`config.mk`:
```
export PLATFORM = sky130hd
export DESIGN_NAME = trapezoid_double_integrator_flat
export DESIGN_NICKNAME = d
export VERILOG_FILES = /design/src/rtl/tdi_pkg.sv /design/src/rtl/tdi_ifs.sv /design/src/rtl/tdi_ctrl.sv /design/src/rtl/tdi_datapath.sv /design/src/rtl/trapezoid_double_integrator.sv /design/src/flat_wrapper.sv
export SDC_FILE = /design/constraint.sdc
export NUM_CORES = 2
export LEC_CHECK = 0
export ABC_CLOCK_PERIOD_IN_PS = 14800
export BUFFER_PORTS_ARGS = -buffer_cell sky130_fd_sc_hd__clkbuf_2
export CAP_MARGIN = 20
export CORE_AREA = 2 2 366 187
export CTS_BUF_LIST = sky130_fd_sc_hd__clkbuf_16
export DETAILED_ROUTE_END_ITERATION = 6
export DIE_AREA = 0 0 368 189
export PLACE_DENSITY = 0.92
export SYNTH_ARGS = -nofsm -noshare
export SYNTH_HDL_FRONTEND = slang
export SYNTH_HIERARCHICAL = 1
export SYNTH_SLANG_ARGS = --single-unit
```
`constraint.sdc`:
```
create_clock -name clock -period 14.8 [get_ports clock]
set_clock_uncertainty 0.1 [all_clocks]
set_input_delay 0.74 -clock clock [delete_from_list [all_inputs] [get_ports clock]]
set_output_delay 0.74 -clock clock [all_outputs]
set_load 0.05 [all_outputs]
```
`src/rtl/tdi_pkg.sv`:
```
// Shared types, constants and helpers of the trapezoid double integrator.
// No dependencies; every other file of the block imports this package.
package tdi_pkg;

   localparam int ACCEL_BITS_DEFAULT = 16;

   // configuration port
   localparam int CFG_W       = 16;
   localparam int CSR_INDEX_W = 1;
   localparam logic [CFG_W-1:0] TIME_STEP_RESET    = 16'd10486;
   localparam logic [CFG_W-1:0] BLOCK_LENGTH_RESET = 16'd100;

   // accumulator and product widths
   localparam int VEL_W     = 48;
   localparam int POS_W     = 48;
   localparam int VSUM_W    = VEL_W + 1;
   localparam int LO_SPLIT  = 24;
   localparam int HI_W      = VSUM_W - LO_SPLIT;
   localparam int FULL_W    = VSUM_W + CFG_W + 1;
   localparam int POS_SHIFT = 31;
   localparam int DP_W      = FULL_W - POS_SHIFT;

   typedef enum logic [CSR_INDEX_W-1:0] {
      CSR_TIME_STEP    = 1'd0,
      CSR_BLOCK_LENGTH = 1'd1
   } tdi_csr_type;

   typedef enum logic [2:0] {
      ST_IDLE,
      ST_DV_MUL,
      ST_VEL,
      ST_SUM,
      ST_LO_MUL,
      ST_HI_MUL,
      ST_COMBINE,
      ST_POS
   } tdi_state_type;

   typedef enum logic [1:0] {
      MUL_ACCEL_SUM,
      MUL_VSUM_LO,
      MUL_VSUM_HI
   } tdi_mul_sel_type;

   typedef struct packed {
      logic            capture;
      tdi_mul_sel_type mul_sel;
      logic            load_prod;
      logic            load_lo;
      logic            load_vnew;
      logic            load_vsum;
      logic            load_dp;
      logic            commit;
   } tdi_cmd_type;

   typedef struct packed {
      logic have_prev;
      logic rsp_free;
   } tdi_status_type;

   // clamp to the 48-bit signed range
   function automatic logic signed [VEL_W-1:0] sat48(input logic signed [63:0] x);
      logic signed [63:0] hi_lim;
      logic signed [63:0] lo_lim;
      hi_lim = 64'sh0000_7FFF_FFFF_FFFF;
      lo_lim = -hi_lim - 64'sd1;
      if (x > hi_lim) begin
         sat48 = hi_lim[VEL_W-1:0];
      end else if (x < lo_lim) begin
         sat48 = lo_lim[VEL_W-1:0];
      end else begin
         sat48 = x[VEL_W-1:0];
      end
   endfunction

endpackage

```
`src/rtl/tdi_ifs.sv`:
```
// Valid/ready channel interfaces for sample items and result items.
// Depends on tdi_pkg for widths.
interface tdi_req_if #(parameter int ACCEL_BITS = tdi_pkg::ACCEL_BITS_DEFAULT);
   logic                         valid;
   logic                         ready;
   logic signed [ACCEL_BITS-1:0] accel_z;

   modport source (output valid, output accel_z, input ready);
   modport sink   (input valid, input accel_z, output ready);
endinterface

interface tdi_rsp_if #(parameter int ACCEL_BITS = tdi_pkg::ACCEL_BITS_DEFAULT);
   import tdi_pkg::*;
   logic                         valid;
   logic                         ready;
   logic signed [VEL_W-1:0]      velocity_z;
   logic signed [POS_W-1:0]      position_z;
   logic signed [ACCEL_BITS-1:0] peak_accel;
   logic                         block_done;

   modport source (output valid, output velocity_z, output position_z,
                   output peak_accel, output block_done, input ready);
   modport sink   (input valid, input velocity_z, input position_z,
                   input peak_accel, input block_done, output ready);
endinterface

```
`src/rtl/tdi_ctrl.sv`:
```
// Sequencer of the trapezoid double integrator: steps one item through
// the shared multiplier and the accumulators. Depends on tdi_pkg.
module tdi_ctrl (
   input  logic                   clock,
   input  logic                   reset,
   input  logic                   req_valid,
   output logic                   req_ready,
   input  tdi_pkg::tdi_status_type status,
   output tdi_pkg::tdi_cmd_type    cmd
);
   import tdi_pkg::*;

   tdi_state_type state_ff;
   tdi_state_type state_in;

   always_ff @(posedge clock) begin
      if (reset) begin
         state_ff <= ST_IDLE;
      end else begin
         state_ff <= state_in;
      end
   end

   // next state
   always_comb begin
      state_in = state_ff;
      unique case (state_ff)
         ST_IDLE: begin
            if (req_valid && status.have_prev) begin
               state_in = ST_DV_MUL;
            end
         end
         ST_DV_MUL:  state_in = ST_VEL;
         ST_VEL:     state_in = ST_SUM;
         ST_SUM:     state_in = ST_LO_MUL;
         ST_LO_MUL:  state_in = ST_HI_MUL;
         ST_HI_MUL:  state_in = ST_COMBINE;
         ST_COMBINE: state_in = ST_POS;
         ST_POS: begin
            if (status.rsp_free) begin
               state_in = ST_IDLE;
            end
         end
         default:    state_in = ST_IDLE;
      endcase
   end

   // outputs
   always_comb begin
      cmd       = '0;
      cmd.mul_sel = MUL_ACCEL_SUM;
      req_ready = 1'b0;
      unique case (state_ff)
         ST_IDLE: begin
            req_ready   = 1'b1;
            cmd.capture = req_valid;
         end
         ST_DV_MUL: begin
            cmd.mul_sel   = MUL_ACCEL_SUM;
            cmd.load_prod = 1'b1;
         end
         ST_VEL:     cmd.load_vnew = 1'b1;
         ST_SUM:     cmd.load_vsum = 1'b1;
         ST_LO_MUL: begin
            cmd.mul_sel = MUL_VSUM_LO;
            cmd.load_lo = 1'b1;
         end
         ST_HI_MUL: begin
            cmd.mul_sel   = MUL_VSUM_HI;
            cmd.load_prod = 1'b1;
         end
         ST_COMBINE: cmd.load_dp = 1'b1;
         ST_POS:     cmd.commit  = status.rsp_free;
         default: begin
         end
      endcase
   end

endmodule

```
`src/rtl/tdi_datapath.sv`:
```
// Datapath of the trapezoid double integrator: configuration registers,
// shared multiplier, accumulators and result register. Depends on tdi_pkg.
module tdi_datapath #(
   parameter int ACCEL_BITS = tdi_pkg::ACCEL_BITS_DEFAULT
) (
   input  logic                              clock,
   input  logic                              reset,
   input  logic                              csr_write_enable,
   input  logic [tdi_pkg::CSR_INDEX_W-1:0]   csr_index,
   input  logic [tdi_pkg::CFG_W-1:0]         csr_write_data,
   input  logic signed [ACCEL_BITS-1:0]      accel_z,
   input  tdi_pkg::tdi_cmd_type              cmd,
   output tdi_pkg::tdi_status_type           status,
   input  logic                              rsp_ready,
   output logic                              rsp_valid,
   output logic signed [tdi_pkg::VEL_W-1:0]  velocity_z,
   output logic signed [tdi_pkg::POS_W-1:0]  position_z,
   output logic signed [ACCEL_BITS-1:0]      peak_accel,
   output logic                              block_done
);
   import tdi_pkg::*;

   localparam int ASUM_W = ACCEL_BITS + 1;
   localparam int MUL_W  = (ASUM_W > HI_W) ? ASUM_W : HI_W;
   localparam int PROD_W = MUL_W + CFG_W + 1;
   localparam int VTRY_W = ((PROD_W > VEL_W) ? PROD_W : VEL_W) + 1;

   // configuration
   logic [CFG_W-1:0] time_step_ff;
   logic [CFG_W-1:0] block_length_ff;

   // control state
   logic             have_prev_ff;
   logic [CFG_W-1:0] count_ff;
   logic             rsp_valid_ff;

   // payload state
   logic signed [ACCEL_BITS-1:0] prev_ff;
   logic signed [ACCEL_BITS-1:0] cur_ff;
   logic signed [ACCEL_BITS-1:0] max_ff;
   logic                         done_ff;
   logic signed [VEL_W-1:0]      vel_ff;
   logic signed [POS_W-1:0]      pos_ff;
   logic signed [PROD_W-1:0]     prod_ff;
   logic signed [PROD_W-1:0]     lo_ff;
   logic signed [VEL_W-1:0]      vnew_ff;
   logic signed [VSUM_W-1:0]     vsum_ff;
   logic signed [DP_W-1:0]       dp_ff;
   logic signed [VEL_W-1:0]      out_vel_ff;
   logic signed [POS_W-1:0]      out_pos_ff;
   logic signed [ACCEL_BITS-1:0] out_peak_ff;
   logic                         out_done_ff;

   // combinational
   logic [CFG_W-1:0]         blen;
   logic [CFG_W:0]           count_inc;
   logic                     done_in;
   logic signed [ASUM_W-1:0] accel_sum;
   logic signed [MUL_W-1:0]  mul_a;
   logic signed [PROD_W-1:0] mul_out;
   logic signed [VTRY_W-1:0] vel_try;
   logic signed [FULL_W-1:0] full_prod;
   logic signed [POS_W-1:0]  pos_in;

   always_ff @(posedge clock) begin
      if (reset) begin
         time_step_ff    <= TIME_STEP_RESET;
         block_length_ff <= BLOCK_LENGTH_RESET;
      end else if (csr_write_enable) begin
         unique case (tdi_csr_type'(csr_index))
            CSR_TIME_STEP:    time_step_ff    <= csr_write_data;
            CSR_BLOCK_LENGTH: block_length_ff <= csr_write_data;
            default: begin
            end
         endcase
      end
   end

   // block counting; zero length behaves as one
   always_comb begin
      blen      = (block_length_ff == '0) ? CFG_W'(1) : block_length_ff;
      count_inc = (CFG_W + 1)'(count_ff) + (CFG_W + 1)'(1);
      done_in   = count_inc >= (CFG_W + 1)'(blen);
   end

   // shared multiplier
   always_comb begin
      accel_sum = ASUM_W'(prev_ff) + ASUM_W'(cur_ff);
      case (cmd.mul_sel)
         MUL_VSUM_LO: mul_a = MUL_W'($signed({1'b0, vsum_ff[LO_SPLIT-1:0]}));
         MUL_VSUM_HI: mul_a = MUL_W'($signed(vsum_ff[VSUM_W-1:LO_SPLIT]));
         default:     mul_a = MUL_W'(accel_sum);
      endcase
      mul_out = PROD_W'(mul_a) * PROD_W'($signed({1'b0, time_step_ff}));
   end

   always_comb begin
      vel_try   = VTRY_W'(vel_ff) + VTRY_W'(prod_ff >>> 1);
      full_prod = (FULL_W'(prod_ff) <<< LO_SPLIT) + FULL_W'(lo_ff);
      pos_in    = sat48(64'(pos_ff) + 64'(dp_ff));
   end

   always_ff @(posedge clock) begin
      if (reset) begin
         have_prev_ff <= 1'b0;
         count_ff     <= '0;
         max_ff       <= '0;
         prev_ff      <= '0;
         vel_ff       <= '0;
         pos_ff       <= '0;
      end else begin
         if (cmd.capture) begin
            if (!have_prev_ff || accel_z > max_ff) begin
               max_ff <= accel_z;
            end
            count_ff <= done_in ? '0 : count_inc[CFG_W-1:0];
            if (!have_prev_ff) begin
               prev_ff      <= accel_z;
               have_prev_ff <= 1'b1;
            end
         end
         if (cmd.commit) begin
            vel_ff  <= vnew_ff;
            pos_ff  <= pos_in;
            prev_ff <= cur_ff;
         end
      end
   end

   always_ff @(posedge clock) begin
      if (cmd.capture) begin
         cur_ff  <= accel_z;
         done_ff <= done_in;
      end
      if (cmd.load_prod) begin
         prod_ff <= mul_out;
      end
      if (cmd.load_lo) begin
         lo_ff <= mul_out;
      end
      if (cmd.load_vnew) begin
         vnew_ff <= sat48(64'(vel_try));
      end
      if (cmd.load_vsum) begin
         vsum_ff <= VSUM_W'(vel_ff) + VSUM_W'(vnew_ff);
      end
      if (cmd.load_dp) begin
         dp_ff <= DP_W'(full_prod >>> POS_SHIFT);
      end
      if (cmd.commit) begin
         out_vel_ff  <= vnew_ff;
         out_pos_ff  <= pos_in;
         out_peak_ff <= max_ff;
         out_done_ff <= done_ff;
      end
   end

   // result register
   always_ff @(posedge clock) begin
      if (reset) begin
         rsp_valid_ff <= 1'b0;
      end else if (cmd.commit) begin
         rsp_valid_ff <= 1'b1;
      end else if (rsp_ready) begin
         rsp_valid_ff <= 1'b0;
      end
   end

   assign status.have_prev = have_prev_ff;
   assign status.rsp_free  = !rsp_valid_ff || rsp_ready;

   assign rsp_valid  = rsp_valid_ff;
   assign velocity_z = out_vel_ff;
   assign position_z = out_pos_ff;
   assign peak_accel = out_peak_ff;
   assign block_done = out_done_ff;

endmodule

```
`src/rtl/trapezoid_double_integrator.sv`:
```
// Trapezoid-rule double integrator: acceleration items in, velocity and
// position items out. Depends on tdi_pkg, tdi_ifs, tdi_ctrl, tdi_datapath.
//
// Usage:
//  - req_bus carries one signed acceleration sample per item (valid/ready).
//  - rsp_bus carries velocity, position, peak sample and a block-done flag.
//  - csr_* writes time_step (index 0) or block_length (index 1) at any edge
//    with csr_write_enable high; write only while the block is idle.
//  - The first sample after reset primes the previous-sample register and
//    yields no item; the sequencer stays idle and it is counted toward the block.
//  - Every later sample occupies the block until its result is committed, so
//    the next item can be accepted only after that: one accept step, then seven
//    sequencer steps around the one shared multiplier (accel sum, low and
//    high halves of the velocity sum) and the saturating accumulators.
//    The result becomes valid when the last step commits it.
//  - A result waits in an output register; the sequencer holds in its last
//    step while the receiver stalls and a previous result is not taken.
//  - Reset (synchronous, active high) clears the accumulators, peak,
//    block counter and restores time_step = 10486, block_length = 100.
module trapezoid_double_integrator #(
   parameter int ACCEL_BITS = tdi_pkg::ACCEL_BITS_DEFAULT
) (
   input  logic                            clock,
   input  logic                            reset,
   tdi_req_if.sink                         req_bus,
   tdi_rsp_if.source                       rsp_bus,
   input  logic                            csr_write_enable,
   input  logic [tdi_pkg::CSR_INDEX_W-1:0] csr_index,
   input  logic [tdi_pkg::CFG_W-1:0]       csr_write_data
);
   import tdi_pkg::*;

   tdi_cmd_type    cmd;
   tdi_status_type status;

   // sequencer: decide which datapath step runs each cycle
   tdi_ctrl u_ctrl (
      .clock     (clock),
      .reset     (reset),
      .req_valid (req_bus.valid),
      .req_ready (req_bus.ready),
      .status    (status),
      .cmd       (cmd)
   );

   // datapath: configuration, multiplier, accumulators, result register
   tdi_datapath #(
      .ACCEL_BITS (ACCEL_BITS)
   ) u_datapath (
      .clock            (clock),
      .reset            (reset),
      .csr_write_enable (csr_write_enable),
      .csr_index        (csr_index),
      .csr_write_data   (csr_write_data),
      .accel_z          (req_bus.accel_z),
      .cmd              (cmd),
      .status           (status),
      .rsp_ready        (rsp_bus.ready),
      .rsp_valid        (rsp_bus.valid),
      .velocity_z       (rsp_bus.velocity_z),
      .position_z       (rsp_bus.position_z),
      .peak_accel       (rsp_bus.peak_accel),
      .block_done       (rsp_bus.block_done)
   );

`ifndef SYNTHESIS
   // a priming item never produces a result
   assert property (@(posedge clock) disable iff (reset)
      (req_bus.valid && req_bus.ready && !status.have_prev) |=> !$rose(rsp_bus.valid))
      else $error("priming item produced a result");

   // an integrating item keeps the input closed while it is in flight
   assert property (@(posedge clock) disable iff (reset)
      (req_bus.valid && req_bus.ready && status.have_prev) |=> !req_bus.ready)
      else $error("input reopened during integration");

   // a new result is loaded only when the output register is free
   assert property (@(posedge clock) disable iff (reset)
      cmd.commit |-> (!rsp_bus.valid || rsp_bus.ready))
      else $error("result overwritten while stalled");

   // capture and commit never coincide
   assert property (@(posedge clock) disable iff (reset)
      !(cmd.capture && cmd.commit))
      else $error("capture and commit in the same cycle");
`endif

endmodule

```
`src/flat_wrapper.sv`:
```
// flat-port wrapper written by rule: the top's interface ports become plain ports
module trapezoid_double_integrator_flat import tdi_pkg::*;
#(
   parameter int ACCEL_BITS = tdi_pkg::ACCEL_BITS_DEFAULT
)
  (clock, reset, csr_write_enable, csr_index, csr_write_data, req_bus_valid, req_bus_accel_z, req_bus_ready, rsp_bus_valid, rsp_bus_velocity_z, rsp_bus_position_z, rsp_bus_peak_accel, rsp_bus_block_done, rsp_bus_ready);
  tdi_req_if #(.ACCEL_BITS(ACCEL_BITS)) req_bus_i ();
  tdi_rsp_if #(.ACCEL_BITS(ACCEL_BITS)) rsp_bus_i ();
  input  logic clock;
  input  logic reset;
  input  logic csr_write_enable;
  input  logic [tdi_pkg::CSR_INDEX_W-1:0] csr_index;
  input  logic [tdi_pkg::CFG_W-1:0] csr_write_data;
  input wire logic [$bits(req_bus_i.valid)-1:0] req_bus_valid;
  input wire logic [$bits(req_bus_i.accel_z)-1:0] req_bus_accel_z;
  output wire logic [$bits(req_bus_i.ready)-1:0] req_bus_ready;
  output wire logic [$bits(rsp_bus_i.valid)-1:0] rsp_bus_valid;
  output wire logic [$bits(rsp_bus_i.velocity_z)-1:0] rsp_bus_velocity_z;
  output wire logic [$bits(rsp_bus_i.position_z)-1:0] rsp_bus_position_z;
  output wire logic [$bits(rsp_bus_i.peak_accel)-1:0] rsp_bus_peak_accel;
  output wire logic [$bits(rsp_bus_i.block_done)-1:0] rsp_bus_block_done;
  input wire logic [$bits(rsp_bus_i.ready)-1:0] rsp_bus_ready;
  assign req_bus_i.valid = req_bus_valid;
  assign req_bus_i.accel_z = req_bus_accel_z;
  assign req_bus_ready = req_bus_i.ready;
  assign rsp_bus_valid = rsp_bus_i.valid;
  assign rsp_bus_velocity_z = rsp_bus_i.velocity_z;
  assign rsp_bus_position_z = rsp_bus_i.position_z;
  assign rsp_bus_peak_accel = rsp_bus_i.peak_accel;
  assign rsp_bus_block_done = rsp_bus_i.block_done;
  assign rsp_bus_i.ready = rsp_bus_ready;
  trapezoid_double_integrator #(.ACCEL_BITS(ACCEL_BITS)) u_core (.clock(clock), .reset(reset), .req_bus(req_bus_i), .rsp_bus(rsp_bus_i), .csr_write_enable(csr_write_enable), .csr_index(csr_index), .csr_write_data(csr_write_data));
endmodule
```
==> run summary <==
status -> finished, violations left
failing checks -> DRC
Yosys reg bits -> 503
Syn Area/Cell -> 9.82 sq um
GRT overflow -> 0
Setup Buffers After CTS -> 0
Synth Net Count -> 5120
Mapped Cells -> 4349
critical path arrival -> 11.26 ns
Die H -> 189 um
Syn. warnings -> 6
Area contributors post-synth -> edfxtp_1 23%, fa_1 19%, ha_1 9.9%, dfxtp_1 8.5%, inv_1 4.9%
final worst path period share -> 74.6%
Synth top area share -> 22.6%
io pins -> 153
PostCTS Resize Cnt -> 0
max frequency -> 90.6 MHz
clock root buffer master -> clkbuf_16
Tightest Hold Check Type -> in -> reg
Slew Viols, Final -> 0
WL/cell -> 23.0 um
clock transition at the registers of the reported paths -> 0.07 ns
dpl cells -> 5260
DR iter-0 viols -> 4458
Skew-Pair Late Insertion Delay -> 0.61 ns
CORE AREA -> 66200 sq um
commonest non-fill, non-tap cell in the layout -> inv_1
CP startpoint kind -> register
clk buf depth -> 3
Port-buffer cells -> 152
non-filler instance count after layout -> 5361
Max Cap Viol -> 0
first-pass GRT wire length -> 190000 um
vias in the first global route -> 32.4k
setup violators final -> 0
sequential share of the synthesized area -> 31.1%
CTS Buf Count -> 46
Final Hold Slack -> 0.267 ns
vias per inst -> 6.27
headroom to the max-slew limit -> 18.1%
CP Max Fanout -> 16
mapped cell area -> 42700 sq um
Final Util -> 69.4%
CP peak stage delay -> 0.93 ns
area grow syn2layout -> 7.62%
# rows -> 67
post-route antenna net violation count -> 0
Worst Tran Pin Value -> 1.22 ns
pin count of the biggest net entering global routing -> 125
crit end category -> register
Worst path most repeated cell -> fa_1
DRC -> 6
most frequent cells in the layout -> 567 x inv_1, 436 x nand2_1, 395 x fa_1
Initial Utilization -> 64.5%
post-detail-place hpwl -> 93700 um
cts-stage hold buffer count -> 0
setup repair after global routing missed its margin -> false
Pre-Repair DR Iteration Count -> 7
final hold violation count -> 0
initial antenna violation count -> 9
total wire length -> 123000 um
Die X -> 368 um
Post-synth EDFFs -> 322
CTS tree -> yes
post-synthesis cell type count -> 96
TNS Setup -> 0 ns
dominant synthesized flop cell -> edfxtp_1
fraction of registers with async set or reset after synthesis -> 0%
Die ar. -> 69600 sq um
nets -> 5194
Tot GR Track Use -> 35.3%
fillers -> 4737
Worst Path Required -> 15.02 ns
DR vias -> 33.6k
WS Path Type -> reg -> reg
Synth area leader -> edfxtp_1
gp weighted congestion -> 1.03
slowest stage cell, crit path -> nor2_1
# clock sinks -> 503
htree depth -> 2
share of cells above drive strength 1 -> 8.43%
Final Critical Period -> 11.04 ns
[registers in the layout, indices dropped and copies added, names as in the netlist, 18 cells and up]
register and flops:
u_core/u_datapath/vsum_ff 49, u_core/u_datapath/pos_ff 48, u_core/u_datapath/position_z 48, u_core/u_datapath/vel_ff 48, u_core/u_datapath/velocity_z 48, u_core/u_datapath/vnew_ff 48
u_core/u_datapath/prod_ff 42, u_core/u_datapath/dp_ff 35, u_core/u_datapath/lo_ff 18
[final timing paths]
path / startpoint / to / slack [ns] / depth (start not counted)
worst max register to register: u_core/u_datapath/cur_ff[0] / u_core/u_datapath/prod_ff[41] / 3.76 / 37
worst min-delay path: req_bus_accel_z[0] / u_core/u_datapath/cur_ff[0] / 0.27 / 1
worst max-delay path: u_core/u_datapath/cur_ff[0] / u_core/u_datapath/prod_ff[41] / 3.76 / 37
worst min register to register: u_core/u_datapath/done_ff / u_core/u_datapath/block_done / 0.34 / 0
[routing by layer]
layer	wire length (um)	global-route usage, %	part of all wire [%]	vias to the layer above
li1	-	-	-	14750
met3	20900	14.5	17	207
met4	2270	6.26	1.8	8
met5	60	0	0.049	-
met2	47900	47.4	39	2401
met1	52200	53.6	42	16252
[critical path, delay by kind of cell (launching register included)]
kind / cells / cell delay (ns)
compound gates: 21 / 4.48
xor+xnor: 1 / 0.11
fa+ha+maj: 9 / 4.13
buf+inv: 4 / 0.39
flops: 1 / 0.40
simple gates: 2 / 1.13
[per-stage QoR]
step / instance area, sq um / setup WS [ns]
after global routing: 46000 / 3.16
after CTS: 45800 / 3.81
after floorplan: 42700 / 5.21
final: 46000 / 3.76
after global placement: 44200 / 4.14
after detailed placement: 44300 / 4.05
[Yosys cell counts (30+ instances only)]
library cell,n
xor2_1,82
and2_1,188
o21ai_0,135
nor2b_1,42
nand3_1,52
inv_1,558
a31oi_1,30
nand4_1,32
a21o_1,144
clkbuf_1,133
dfxtp_1,181
nand2_1,436
edfxtp_1,322
fa_1,395
xnor2_1,140
o21a_1,33
nor3_1,34
nor2_1,273
a21oi_1,266
o21bai_1,33
nand2b_1,39
mux2i_1,86
ha_1,338
[cell families (layout without fill, tap and decap cells)]
group                      Yosys count  after routing  synth area share [%]
buffers and inverters              742            852                  6.81
and+or+nand+nor                   1211           1211                  13.7
DFF                                503            503                  31.1
adders and majority gates          747            747                  28.8
xor gates and xnor gates           224            224                  4.68
AOI/OAI and AO/OA                  836            836                  13.0
muxes                               86             86                  2.02
other                                0              5                     0
[cell type report]
| type | count | area, sq um | area share, % |
|---|---|---|---|
| clock buffers | 48 | 1200 | 2.61 |
| inverters | 559 | 2110 | 4.58 |
| repair buffers | 209 | 1300 | 2.83 |
| flip-flops and latches | 503 | 13300 | 28.9 |
| multi-input cells | 3104 | 26600 | 57.8 |
| well taps | 897 | 1120 | 2.44 |
| clock inverters | 36 | 348 | 0.757 |
| diodes | 5 | 12.5 | 0.0272 |
Power is left out: the tool's default activity adds up to more than one toggle a clock period on the data nets, which glitch-free logic cannot reach.
